File: src/rtl/lmm_pkg.sv
// ----------------------------------------------------------------------------
// lmm_pkg
// Shared types and constants for the LED matrix layout mapper: register
// indexes, layout codes, divider stage state and pipeline sideband.
// ----------------------------------------------------------------------------
package lmm_pkg;

   // matrix size limits
   localparam int MAX_WIDTH  = 256;
   localparam int MAX_HEIGHT = 256;

   // field widths
   localparam int DIM_W   = 9;   // width / height register
   localparam int POS_W   = 8;   // column or row inside the matrix
   localparam int IDX_W   = 16;  // strip index and x field
   localparam int Y_W     = 8;   // y field
   localparam int MODE_W  = 4;   // layout_mode register
   localparam int TOT_W   = 17;  // width * height, up to 65536
   localparam int ADDR_W  = 2;   // csr register index
   localparam int DATA_W  = 9;   // csr write data

   // divider pipeline: quotient bits resolved per stage and stage count
   localparam int DIV_STEPS  = 4;
   localparam int DIV_STAGES = IDX_W / DIV_STEPS;

   // clamped dimension limits
   localparam logic [DIM_W-1:0] DIM_MAX_W = DIM_W'(MAX_WIDTH);
   localparam logic [DIM_W-1:0] DIM_MAX_H = DIM_W'(MAX_HEIGHT);

   // register indexes
   typedef enum logic [ADDR_W-1:0] {
      REG_LAYOUT_MODE   = 2'd0,
      REG_MATRIX_WIDTH  = 2'd1,
      REG_MATRIX_HEIGHT = 2'd2
   } csr_reg_type;

   // layout codes
   localparam logic [MODE_W-1:0] MODE_LINEAR    = 4'd0;
   localparam logic [MODE_W-1:0] MODE_VERT_LAST = 4'd4;
   localparam logic [MODE_W-1:0] MODE_LAST      = 4'd8;

   // command codes
   localparam logic CMD_TO_INDEX = 1'b0;
   localparam logic CMD_TO_COORD = 1'b1;

   // restoring divider state: num shifts dividend bits out, quotient bits in
   typedef struct packed {
      logic [DIM_W-1:0] dvs;
      logic [DIM_W-1:0] rem;
      logic [IDX_W-1:0] num;
   } div_type;

   // decoded item after the first compute stage
   typedef struct packed {
      logic             cmd;
      logic             bad_mode;
      logic             linear;
      logic             vertical;
      logic             xflip;
      logic             yflip;
      logic             coord_err;
      logic [POS_W-1:0] wm1;
      logic [POS_W-1:0] hm1;
      logic [TOT_W-1:0] total;
      logic [POS_W-1:0] major;
      logic [POS_W-1:0] minor;
      logic [DIM_W-1:0] mul;
      logic [IDX_W-1:0] x;
      logic [IDX_W-1:0] li;
   } dec_type;

   // sideband that travels beside the divider
   typedef struct packed {
      logic             cmd;
      logic             linear;
      logic             vertical;
      logic             xflip;
      logic             yflip;
      logic             err;
      logic [IDX_W-1:0] val;
      logic [POS_W-1:0] wm1;
      logic [POS_W-1:0] hm1;
   } side_type;

endpackage

File: src/rtl/lmm_div_stage.sv
// ----------------------------------------------------------------------------
// lmm_div_stage
// One registered slice of the restoring divider: resolves a few quotient
// bits of a 16-bit dividend by a 9-bit divisor and holds on stall.
// ----------------------------------------------------------------------------
module lmm_div_stage (
   input  logic              clock,
   input  logic              advance,
   input  lmm_pkg::div_type  prev_stage,
   output lmm_pkg::div_type  stage_ff
);

   lmm_pkg::div_type             stage_in;
   logic [lmm_pkg::DIM_W:0]      trial;

   // shift-compare-subtract steps
   always_comb begin
      stage_in = prev_stage;
      trial    = '0;
      for (int i = 0; i < lmm_pkg::DIV_STEPS; i++) begin
         trial        = {stage_in.rem, stage_in.num[lmm_pkg::IDX_W-1]};
         stage_in.num = {stage_in.num[lmm_pkg::IDX_W-2:0], 1'b0};
         if (trial >= {1'b0, stage_in.dvs}) begin
            stage_in.rem    = lmm_pkg::DIM_W'(trial - {1'b0, stage_in.dvs});
            stage_in.num[0] = 1'b1;
         end else begin
            stage_in.rem = trial[lmm_pkg::DIM_W-1:0];
         end
      end
   end

   // stage register
   always_ff @(posedge clock) begin
      if (advance) begin
         stage_ff <= stage_in;
      end
   end

endmodule

File: src/rtl/led_matrix_layout_mapper_core.sv
// ----------------------------------------------------------------------------
// led_matrix_layout_mapper_core
// Maps LED matrix coordinates to a strip position and back for linear and
// serpentine wirings, with a range flag for positions outside the matrix.
// ----------------------------------------------------------------------------
// Usage:
//   req_* carries one lookup: command 0 turns (x, y) into a strip index,
//   command 1 turns a strip index into (x, y). rsp_* returns one result per
//   request, in order. Both channels transfer when valid and ready are high.
//   csr_* writes layout_mode, matrix_width and matrix_height; write only
//   while no request is in flight.
// Pipeline:
//   a request passes through the input register, the decode register,
//   four divider stages resolving four quotient bits each (the first one
//   beside the multiply), and the output register. One request is taken every cycle while the pipeline is not stalled.
// Reset:
//   synchronous; all pipeline valid bits clear, layout goes to linear and
//   both dimensions to 1.
// Stall:
//   when rsp_valid is high and rsp_ready low the whole pipeline holds and
//   req_ready drops; nothing is dropped or repeated.
// ----------------------------------------------------------------------------
module led_matrix_layout_mapper_core (
   input  logic                          clock,
   input  logic                          reset,
   // request channel
   input  logic                          req_valid,
   output logic                          req_ready,
   input  logic                          req_command,
   input  logic [lmm_pkg::IDX_W-1:0]     req_x_coord,
   input  logic [lmm_pkg::Y_W-1:0]       req_y_coord,
   input  logic [lmm_pkg::IDX_W-1:0]     req_led_index,
   // response channel
   output logic                          rsp_valid,
   input  logic                          rsp_ready,
   output logic [lmm_pkg::IDX_W-1:0]     rsp_index_out,
   output logic [lmm_pkg::IDX_W-1:0]     rsp_x_out,
   output logic [lmm_pkg::Y_W-1:0]       rsp_y_out,
   output logic                          rsp_range_error,
   // configuration port
   input  logic                          csr_wr_en,
   input  logic [lmm_pkg::ADDR_W-1:0]    csr_addr,
   input  logic [lmm_pkg::DATA_W-1:0]    csr_wr_data
);

   localparam int NS = lmm_pkg::DIV_STAGES;

   logic                          advance;

   // configuration registers
   logic [lmm_pkg::MODE_W-1:0]    mode_ff,   mode_in;
   logic [lmm_pkg::DIM_W-1:0]     width_ff,  width_in;
   logic [lmm_pkg::DIM_W-1:0]     height_ff, height_in;

   // input stage
   logic                          s0_vld_ff;
   logic                          s0_cmd_ff;
   logic [lmm_pkg::IDX_W-1:0]     s0_x_ff;
   logic [lmm_pkg::Y_W-1:0]       s0_y_ff;
   logic [lmm_pkg::IDX_W-1:0]     s0_li_ff;

   // decode stage
   logic                          s1_vld_ff;
   lmm_pkg::dec_type              dec_ff, dec_in;
   logic [lmm_pkg::DIM_W-1:0]     w_cl, h_cl;
   logic [2*lmm_pkg::DIM_W-1:0]   area;
   logic [lmm_pkg::MODE_W-1:0]    mode_m1;
   logic [lmm_pkg::POS_W-1:0]     col, row;

   // divider stages and sideband
   lmm_pkg::div_type              div_d [NS];
   lmm_pkg::div_type              div_q [NS];
   logic                          vld_ff [NS];
   lmm_pkg::side_type             side_ff [NS];
   lmm_pkg::side_type             side_in;
   logic [lmm_pkg::TOT_W-1:0]     mul_prod;
   logic [lmm_pkg::TOT_W-1:0]     idx_full;
   logic                          li_big, x_big;

   // output stage
   logic                          rsp_vld_ff;
   logic [lmm_pkg::IDX_W-1:0]     rsp_idx_ff, rsp_idx_in;
   logic [lmm_pkg::IDX_W-1:0]     rsp_x_ff,   rsp_x_in;
   logic [lmm_pkg::Y_W-1:0]       rsp_y_ff,   rsp_y_in;
   logic                          rsp_err_ff, rsp_err_in;
   lmm_pkg::side_type             last;
   logic [lmm_pkg::POS_W-1:0]     major, minor;
   logic [lmm_pkg::POS_W-1:0]     ox, oy;

   // pipeline moves when the output register is free or being drained
   assign advance   = !rsp_vld_ff || rsp_ready;
   assign req_ready = advance;

   // register writes
   always_comb begin
      mode_in   = mode_ff;
      width_in  = width_ff;
      height_in = height_ff;
      if (csr_wr_en) begin
         unique case (csr_addr)
            lmm_pkg::REG_LAYOUT_MODE:   mode_in   = csr_wr_data[lmm_pkg::MODE_W-1:0];
            lmm_pkg::REG_MATRIX_WIDTH:  width_in  = csr_wr_data;
            lmm_pkg::REG_MATRIX_HEIGHT: height_in = csr_wr_data;
            default: ;
         endcase
      end
   end

   always_ff @(posedge clock) begin
      if (reset) begin
         mode_ff   <= lmm_pkg::MODE_LINEAR;
         width_ff  <= lmm_pkg::DIM_W'(1);
         height_ff <= lmm_pkg::DIM_W'(1);
      end else begin
         mode_ff   <= mode_in;
         width_ff  <= width_in;
         height_ff <= height_in;
      end
   end

   // input register
   always_ff @(posedge clock) begin
      if (reset) begin
         s0_vld_ff <= 1'b0;
      end else if (advance) begin
         s0_vld_ff <= req_valid;
      end
   end

   always_ff @(posedge clock) begin
      if (advance) begin
         s0_cmd_ff <= req_command;
         s0_x_ff   <= req_x_coord;
         s0_y_ff   <= req_y_coord;
         s0_li_ff  <= req_led_index;
      end
   end

   // decode: clamp dimensions, matrix area, mirror coordinates
   always_comb begin
      w_cl = width_ff;
      if (width_ff == '0) begin
         w_cl = lmm_pkg::DIM_W'(1);
      end else if (width_ff > lmm_pkg::DIM_MAX_W) begin
         w_cl = lmm_pkg::DIM_MAX_W;
      end
      h_cl = height_ff;
      if (height_ff == '0) begin
         h_cl = lmm_pkg::DIM_W'(1);
      end else if (height_ff > lmm_pkg::DIM_MAX_H) begin
         h_cl = lmm_pkg::DIM_MAX_H;
      end
      area    = w_cl * h_cl;
      mode_m1 = mode_ff - lmm_pkg::MODE_W'(1);

      dec_in.cmd       = s0_cmd_ff;
      dec_in.bad_mode  = mode_ff > lmm_pkg::MODE_LAST;
      dec_in.linear    = mode_ff == lmm_pkg::MODE_LINEAR;
      dec_in.vertical  = mode_ff <= lmm_pkg::MODE_VERT_LAST;
      dec_in.xflip     = mode_m1[0];
      dec_in.yflip     = mode_m1[1];
      dec_in.coord_err = ({{(lmm_pkg::IDX_W-lmm_pkg::DIM_W){1'b0}}, w_cl} <= s0_x_ff)
                      || ({1'b0, s0_y_ff} >= h_cl);
      dec_in.wm1       = lmm_pkg::POS_W'(w_cl - lmm_pkg::DIM_W'(1));
      dec_in.hm1       = lmm_pkg::POS_W'(h_cl - lmm_pkg::DIM_W'(1));
      dec_in.total     = area[lmm_pkg::TOT_W-1:0];
      dec_in.x         = s0_x_ff;
      dec_in.li        = s0_li_ff;

      if (dec_in.vertical) begin
         col = dec_in.xflip ? (dec_in.wm1 - s0_x_ff[lmm_pkg::POS_W-1:0])
                            : s0_x_ff[lmm_pkg::POS_W-1:0];
         row = ((col[0] == 1'b0) != dec_in.yflip) ? s0_y_ff : (dec_in.hm1 - s0_y_ff);
         dec_in.major = col;
         dec_in.minor = row;
         dec_in.mul   = h_cl;
      end else begin
         row = dec_in.yflip ? (dec_in.hm1 - s0_y_ff) : s0_y_ff;
         col = ((row[0] == 1'b0) != dec_in.xflip)
                  ? s0_x_ff[lmm_pkg::POS_W-1:0]
                  : (dec_in.wm1 - s0_x_ff[lmm_pkg::POS_W-1:0]);
         dec_in.major = row;
         dec_in.minor = col;
         dec_in.mul   = w_cl;
      end
   end

   always_ff @(posedge clock) begin
      if (reset) begin
         s1_vld_ff <= 1'b0;
      end else if (advance) begin
         s1_vld_ff <= s0_vld_ff;
      end
   end

   always_ff @(posedge clock) begin
      if (advance) begin
         dec_ff <= dec_in;
      end
   end

   // strip index, bound checks and sideband for the divider stages
   always_comb begin
      mul_prod = dec_ff.major * dec_ff.mul;
      idx_full = mul_prod + {{(lmm_pkg::TOT_W-lmm_pkg::POS_W){1'b0}}, dec_ff.minor};
      li_big   = {1'b0, dec_ff.li} >= dec_ff.total;
      x_big    = {1'b0, dec_ff.x} >= dec_ff.total;

      side_in.cmd      = dec_ff.cmd;
      side_in.linear   = dec_ff.linear;
      side_in.vertical = dec_ff.vertical;
      side_in.xflip    = dec_ff.xflip;
      side_in.yflip    = dec_ff.yflip;
      side_in.wm1      = dec_ff.wm1;
      side_in.hm1      = dec_ff.hm1;
      if (dec_ff.linear) begin
         side_in.err = (dec_ff.cmd == lmm_pkg::CMD_TO_COORD) ? li_big : x_big;
         side_in.val = (dec_ff.cmd == lmm_pkg::CMD_TO_COORD) ? dec_ff.li : dec_ff.x;
      end else begin
         side_in.err = (dec_ff.cmd == lmm_pkg::CMD_TO_INDEX)
                          ? (dec_ff.coord_err || idx_full[lmm_pkg::TOT_W-1])
                          : li_big;
         side_in.val = idx_full[lmm_pkg::IDX_W-1:0];
      end
      side_in.err = side_in.err || dec_ff.bad_mode;
   end

   // divider inputs: the strip index divided by the run length
   always_comb begin
      div_d[0].dvs = dec_ff.mul;
      div_d[0].rem = '0;
      div_d[0].num = dec_ff.li;
      for (int k = 1; k < NS; k++) begin
         div_d[k] = div_q[k-1];
      end
   end

   for (genvar k = 0; k < NS; k++) begin : g_div
      lmm_div_stage u_div_stage (
         .clock      (clock),
         .advance    (advance),
         .prev_stage (div_d[k]),
         .stage_ff   (div_q[k])
      );
   end

   // valid bits and sideband beside the divider
   always_ff @(posedge clock) begin
      if (reset) begin
         for (int k = 0; k < NS; k++) begin
            vld_ff[k] <= 1'b0;
         end
      end else if (advance) begin
         vld_ff[0] <= s1_vld_ff;
         for (int k = 1; k < NS; k++) begin
            vld_ff[k] <= vld_ff[k-1];
         end
      end
   end

   always_ff @(posedge clock) begin
      if (advance) begin
         side_ff[0] <= side_in;
         for (int k = 1; k < NS; k++) begin
            side_ff[k] <= side_ff[k-1];
         end
      end
   end

   // unmirror quotient and remainder, select result fields
   always_comb begin
      last  = side_ff[NS-1];
      major = div_q[NS-1].num[lmm_pkg::POS_W-1:0];
      minor = div_q[NS-1].rem[lmm_pkg::POS_W-1:0];
      if (last.vertical) begin
         ox = last.xflip ? (last.wm1 - major) : major;
         oy = ((major[0] == 1'b0) != last.yflip) ? minor : (last.hm1 - minor);
      end else begin
         ox = ((major[0] == 1'b0) != last.xflip) ? minor : (last.wm1 - minor);
         oy = last.yflip ? (last.hm1 - major) : major;
      end

      rsp_idx_in = '0;
      rsp_x_in   = '0;
      rsp_y_in   = '0;
      rsp_err_in = last.err;
      if (!last.err) begin
         if (last.cmd == lmm_pkg::CMD_TO_INDEX) begin
            rsp_idx_in = last.val;
         end else if (last.linear) begin
            rsp_x_in = last.val;
         end else begin
            rsp_x_in = {{(lmm_pkg::IDX_W-lmm_pkg::POS_W){1'b0}}, ox};
            rsp_y_in = oy;
         end
      end
   end

   // output register
   always_ff @(posedge clock) begin
      if (reset) begin
         rsp_vld_ff <= 1'b0;
      end else if (advance) begin
         rsp_vld_ff <= vld_ff[NS-1];
      end
   end

   always_ff @(posedge clock) begin
      if (advance) begin
         rsp_idx_ff <= rsp_idx_in;
         rsp_x_ff   <= rsp_x_in;
         rsp_y_ff   <= rsp_y_in;
         rsp_err_ff <= rsp_err_in;
      end
   end

   assign rsp_valid       = rsp_vld_ff;
   assign rsp_index_out   = rsp_idx_ff;
   assign rsp_x_out       = rsp_x_ff;
   assign rsp_y_out       = rsp_y_ff;
   assign rsp_range_error = rsp_err_ff;

endmodule
File: config.mk
export PLATFORM = sky130hd
export DESIGN_NAME = led_matrix_layout_mapper_core
export DESIGN_NICKNAME = d
export VERILOG_FILES = /design/src/rtl/lmm_pkg.sv /design/src/rtl/lmm_div_stage.sv /design/src/rtl/led_matrix_layout_mapper_core.sv
export SDC_FILE = /design/constraint.sdc
export NUM_CORES = 2
export LEC_CHECK = 0
export BUFFER_PORTS_ARGS = -buffer_cell sky130_fd_sc_hd__clkbuf_2
export CAP_MARGIN = 0
export CORE_MARGIN = 2
export CORE_UTILIZATION = 50
export CTS_BUF_LIST = sky130_fd_sc_hd__clkbuf_16
export CTS_CLUSTER_SIZE = 16
export DETAILED_ROUTE_END_ITERATION = 12
export PLACE_DENSITY = 0.66
export SETUP_SLACK_MARGIN = 0.05
export SYNTH_ARGS = -nofsm -noshare
export SYNTH_HDL_FRONTEND = slang
export SYNTH_HIERARCHICAL = 1
export SYNTH_SLANG_ARGS = --single-unit
export TNS_END_PERCENT = 5
File: constraint.sdc
create_clock -name clock -period 16.44 [get_ports clock]
set_input_delay 2.466 -clock clock [delete_from_list [all_inputs] [get_ports clock]]
set_output_delay 2.466 -clock clock [all_outputs]
set_load 0.1 [all_outputs]
## After elaboration in Yosys (flattened, before gate mapping)

Memory sizes are Yosys's and may differ from the RTL's. A register that Yosys moved wholly into a read port is not among the register bits.
Cells that the tools add are included.

- Muxes and demuxes: 62
- $mul: 2
- Bitwise gates (word level): 9
- Equality and inequality tests: 6
- Add/sub/neg operators: 26
- Reduce and logical (&&, ||, !) cells: 16
- $lt $le $gt $ge: 24

Operator list:

| cell | number |
|---|---|
| 2-to-1 mux 9 bit | 19 |
| greater-or-equal comparator 10 x 9 -> 1 bit | 15 |
| subtractor 9 bit | 14 |
| 2-to-1 mux 8 bit | 12 |
| subtractor 8 bit | 7 |
| greater-or-equal comparator 16 x 17 -> 1 bit | 2 |
| 2-to-1 mux 1 bit | 28 |
| 2-to-1 mux 25 bit | 1 |
| > comparator 9 bit (second input constant) | 2 |
| zero test 9 bit | 2 |
| adder 17 x 8 -> 17 bit | 1 |
| multiplier 8 x 9 -> 17 bit | 1 |
| multiplier 9 x 9 -> 17 bit | 1 |
| 2-to-1 mux 17 bit | 1 |
| less-or-equal comparator 9 x 16 -> 1 bit | 1 |
| 2-to-1 mux 16 bit | 1 |
| subtractor 8 x 1 -> 8 bit (second input constant) | 2 |
| greater-or-equal comparator 1 x 9 -> 1 bit | 1 |
| greater-or-equal comparator 8 x 9 -> 1 bit | 1 |
| subtractor 1 x 9 -> 9 bit | 1 |
| AND reduction 2 bit | 3 |
| OR reduction 3 bit | 2 |
| inverter 1 bit | 5 |
| > comparator 4 bit (second input constant) | 1 |
| other kinds (11) | 21 |

- Logic and storage cells: 187
- Flip-flop bits (word level): 321
- Memories kept: 2
- Output and inout bits: 43
- Input bits: 57
- RAM bits: 156

Memories:

| memory | depth | bits a word | rd ports | clocked after memory_dff | write ports | line | text |
|---|---|---|---|---|---|---|---|
| side_ff | 4 | 38 | 4 | 0 | 4 | led_matrix_layout_mapper_core.sv:74 | `lmm_pkg::side_type side_ff [NS];` |
| vld_ff | 4 | 1 | 4 | 1 | 4 | led_matrix_layout_mapper_core.sv:73 | `logic vld_ff [NS];` |

## Depth between registers and ports, before layout

- Depth after elaboration: 10
- Depth in mapped cells: 37
- Mapped depth without buffers: 34

## Hierarchy

The synthesis kept the hierarchy.

By module, submodules not included:

| module | area each (sq um) | seq. area each (sq um) | instances | cells each |
|---|---|---|---|---|
| led_matrix_layout_mapper_core | 21035.2 | 10560.1 | 1 | 1803 |
| lmm_div_stage at g_div[0].u_div_stage ... | 2991.6 | 1021.0 | 2 | 294 |
| lmm_div_stage at g_div[3].u_div_stage | 3012.9 | 1021.0 | 1 | 278 |
| lmm_div_stage at g_div[2].u_div_stage | 2980.4 | 1021.0 | 1 | 279 |

## Least setup slack after synthesis

No wires, ideal clock.

- Path type: input to output
- Start point: input rsp_ready
- End point: output req_ready
- Data required time: 13.974 ns
- Slack: 1.771 ns
- Stages on the path: 3
- Arrival time: 12.203 ns
- Path buffers: 1
- Cell sequence: nor2b_1 -> clkbuf_1 -> inv_1

- Cells in the longest elaborated chain, start to end: 1

RTL lines:

| what | line | text |
|---|---|---|
| start, declared | led_matrix_layout_mapper_core.sv:35 | `input logic rsp_ready,` |
| logical OR 1 bit | led_matrix_layout_mapper_core.sv:91 | `assign advance = !rsp_vld_ff \|\| rsp_ready;` |
| end, declared | led_matrix_layout_mapper_core.sv:28 | `output logic req_ready,` |

No other way between the ends.

==> results_dict.tcl <==
set metrics [dict create \
    status "completed" \
    syn2layout_area_growth_pct 9.32 \
    core-area_mm2 0.0630 \
    die_h_um 256 \
    post-cts-setup-buffer-count 0 \
    syn_inst 2903 \
    slowest_delay_ps 780 \
    startpoint_type "flop" \
    slew_headroom_pct 24.2 \
    fp.dieW_um 256 \
    crit_path_start "g_div[1].u_div_stage/stage_ff[25]" \
    hold_violations 0 \
    firstDrtPassIters 5 \
    place_area_mm2 0.0332 \
    hold_class "reg2reg" \
    clock_sinks 458 \
    cts_tree "yes" \
    worstRegToRegCells 30 \
    period_share_pct 59.7 \
    die-area_mm2 0.0657 \
    grt_pass1_wl_um 114000 \
    arrival_ps 10170 \
    syn_area_per_cell_um2 11.0 \
    h-tree-depth 2 \
    reg2reg_from "g_div[1].u_div_stage/stage_ff[25]" \
    wl_per_cell_um 18.2 \
    vias 21600 \
    io_buffers 99 \
    routed_wl_um 71200 \
    setup_tns_ps 0 \
    worstSkewPairLatency_ps 610 \
    timing.final.max_slew_violations 0 \
    clockBufferDepth 3 \
    gp_congestion 0.923 \
    grt_max_degree 94 \
    instances_no_fill 3903 \
    hold_start "dec_ff[74]" \
    finalCriticalPeriod_ps 9820 \
    start_util_pct 50.5 \
    setup_violations 0 \
    drt_iter0_drc 1413 \
    cts_hold_buf 0 \
    rsz0062_at_grt "false" \
    worstPathMaxFanout 14 \
    hold_depth 0 \
    clkTransAtPathRegs_ps 60 \
    crit_path_frequent_cell "fa_1" \
    track_usage_pct 21.6 \
    synth_area_mm2 0.0318 \
    crit_type "reg2reg" \
    tightest_slew_ps 1130 \
    drive_gt1_share_pct 10.3 \
    hold_ws_ps 409 \
    antenna_found_initial 0 \
    pin_count 100 \
    rows 92 \
    yosys_warnings 6 \
    drc 0 \
    worst_setup_path_end_kind "flop" \
    finClkSkew_ps 13.5 \
    grt_pass1_vias 21300 \
    grt_overflow 0 \
    antennaDiodeCount 0 \
    clockRootBuffer "clkbuf_16" \
    n_fill_cell 5376 \
    ctsResizeCount 0 \
    fin_area_mm2 0.0348 \
    critical_path.slowest_cell "a2111oi_4" \
    cap_violations 0 \
    required_ps 16790 \
    rrSetupSlack_ps 6620 \
    vias_per_cell 5.55 \
    detail-route-antenna-nets 0 \
    cts_buffers 49 \
    dp.cells 3816 \
    fin_nets 3511 \
    dpl.hpwl_um 54700 \
    timing.fmax_mhz 102 \
]
## metrics by stage
step	setup slack, ps	utilization (%)
final	6620	55.3
after global placement	7020	52.8
after floorplan	2500	-
after CTS	6710	55.3
after global routing	5890	55.3
after detailed placement	6730	52.8
## registers in the layout (all words and copies together) (netlist names), 4 cells and up
register	count
rsp_x_out	16
width_ff	9
mode_ff	4
s0_x_ff	16
s0_y_ff	8
rsp_y_out	8
g_div.u_div_stage/stage_ff	98
s0_li_ff	16
rsp_index_out	16
dec_ff	97
side_ff	152
height_ff	9
vld_ff	4
## critical path, delay by kind of cell, from the launching register on
| family | cells | cell delay, ps |
|---|---|---|
| AOI/OAI and AO/OA | 16 | 5100 |
| and+or+nand+nor | 4 | 450 |
| muxes | 4 | 1720 |
| DFF | 1 | 430 |
| buffers and inverters | 1 | 60 |
| adders and majority gates | 5 | 1820 |
## routing by layer
metal / GRT usage (%) / up-vias / part of all wire [%]
met5: 0 / - / 0
met4: 6.95 / 0 / 2.8
met3: 2.53 / 122 / 4.4
met2: 36.0 / 521 / 48
met1: 29.6 / 10500 / 45
li1: - / 10500 / -
## cell usage in the layout, fill, tap and decap left out, types with 52 or more instances in the layout
cell type and instances:
xnor2_1 101, and2_1 75, nor2_1 229, inv_1 349, nand2b_1 52, mux2i_1 69
nand2_1 184, nor2b_1 57, mux2_2 78, o21ai_0 124, edfxtp_1 433, a21oi_1 147
ha_1 312, fa_1 121, clkbuf_2 99
## worst paths after layout
check,end
max reg2reg,g_div[2].u_div_stage/stage_ff[24]
min reg2reg,side_ff[0][0]
max,g_div[2].u_div_stage/stage_ff[24]
min,side_ff[0][0]
## area by class of cell
cell class,instances,area (µm²),area share (%)
timing repair buffer,107,556,1.60
clock inverter,38,319,0.917
clock buffer,49,1230,3.52
multi-input combinational,2054,16800,48.3
inverter,351,1330,3.81
sequential,458,13500,38.8
tap,846,1060,3.04
Power is left out: the tool's default activity adds up to more than one toggle a clock period on the data nets, which glitch-free logic cannot reach.
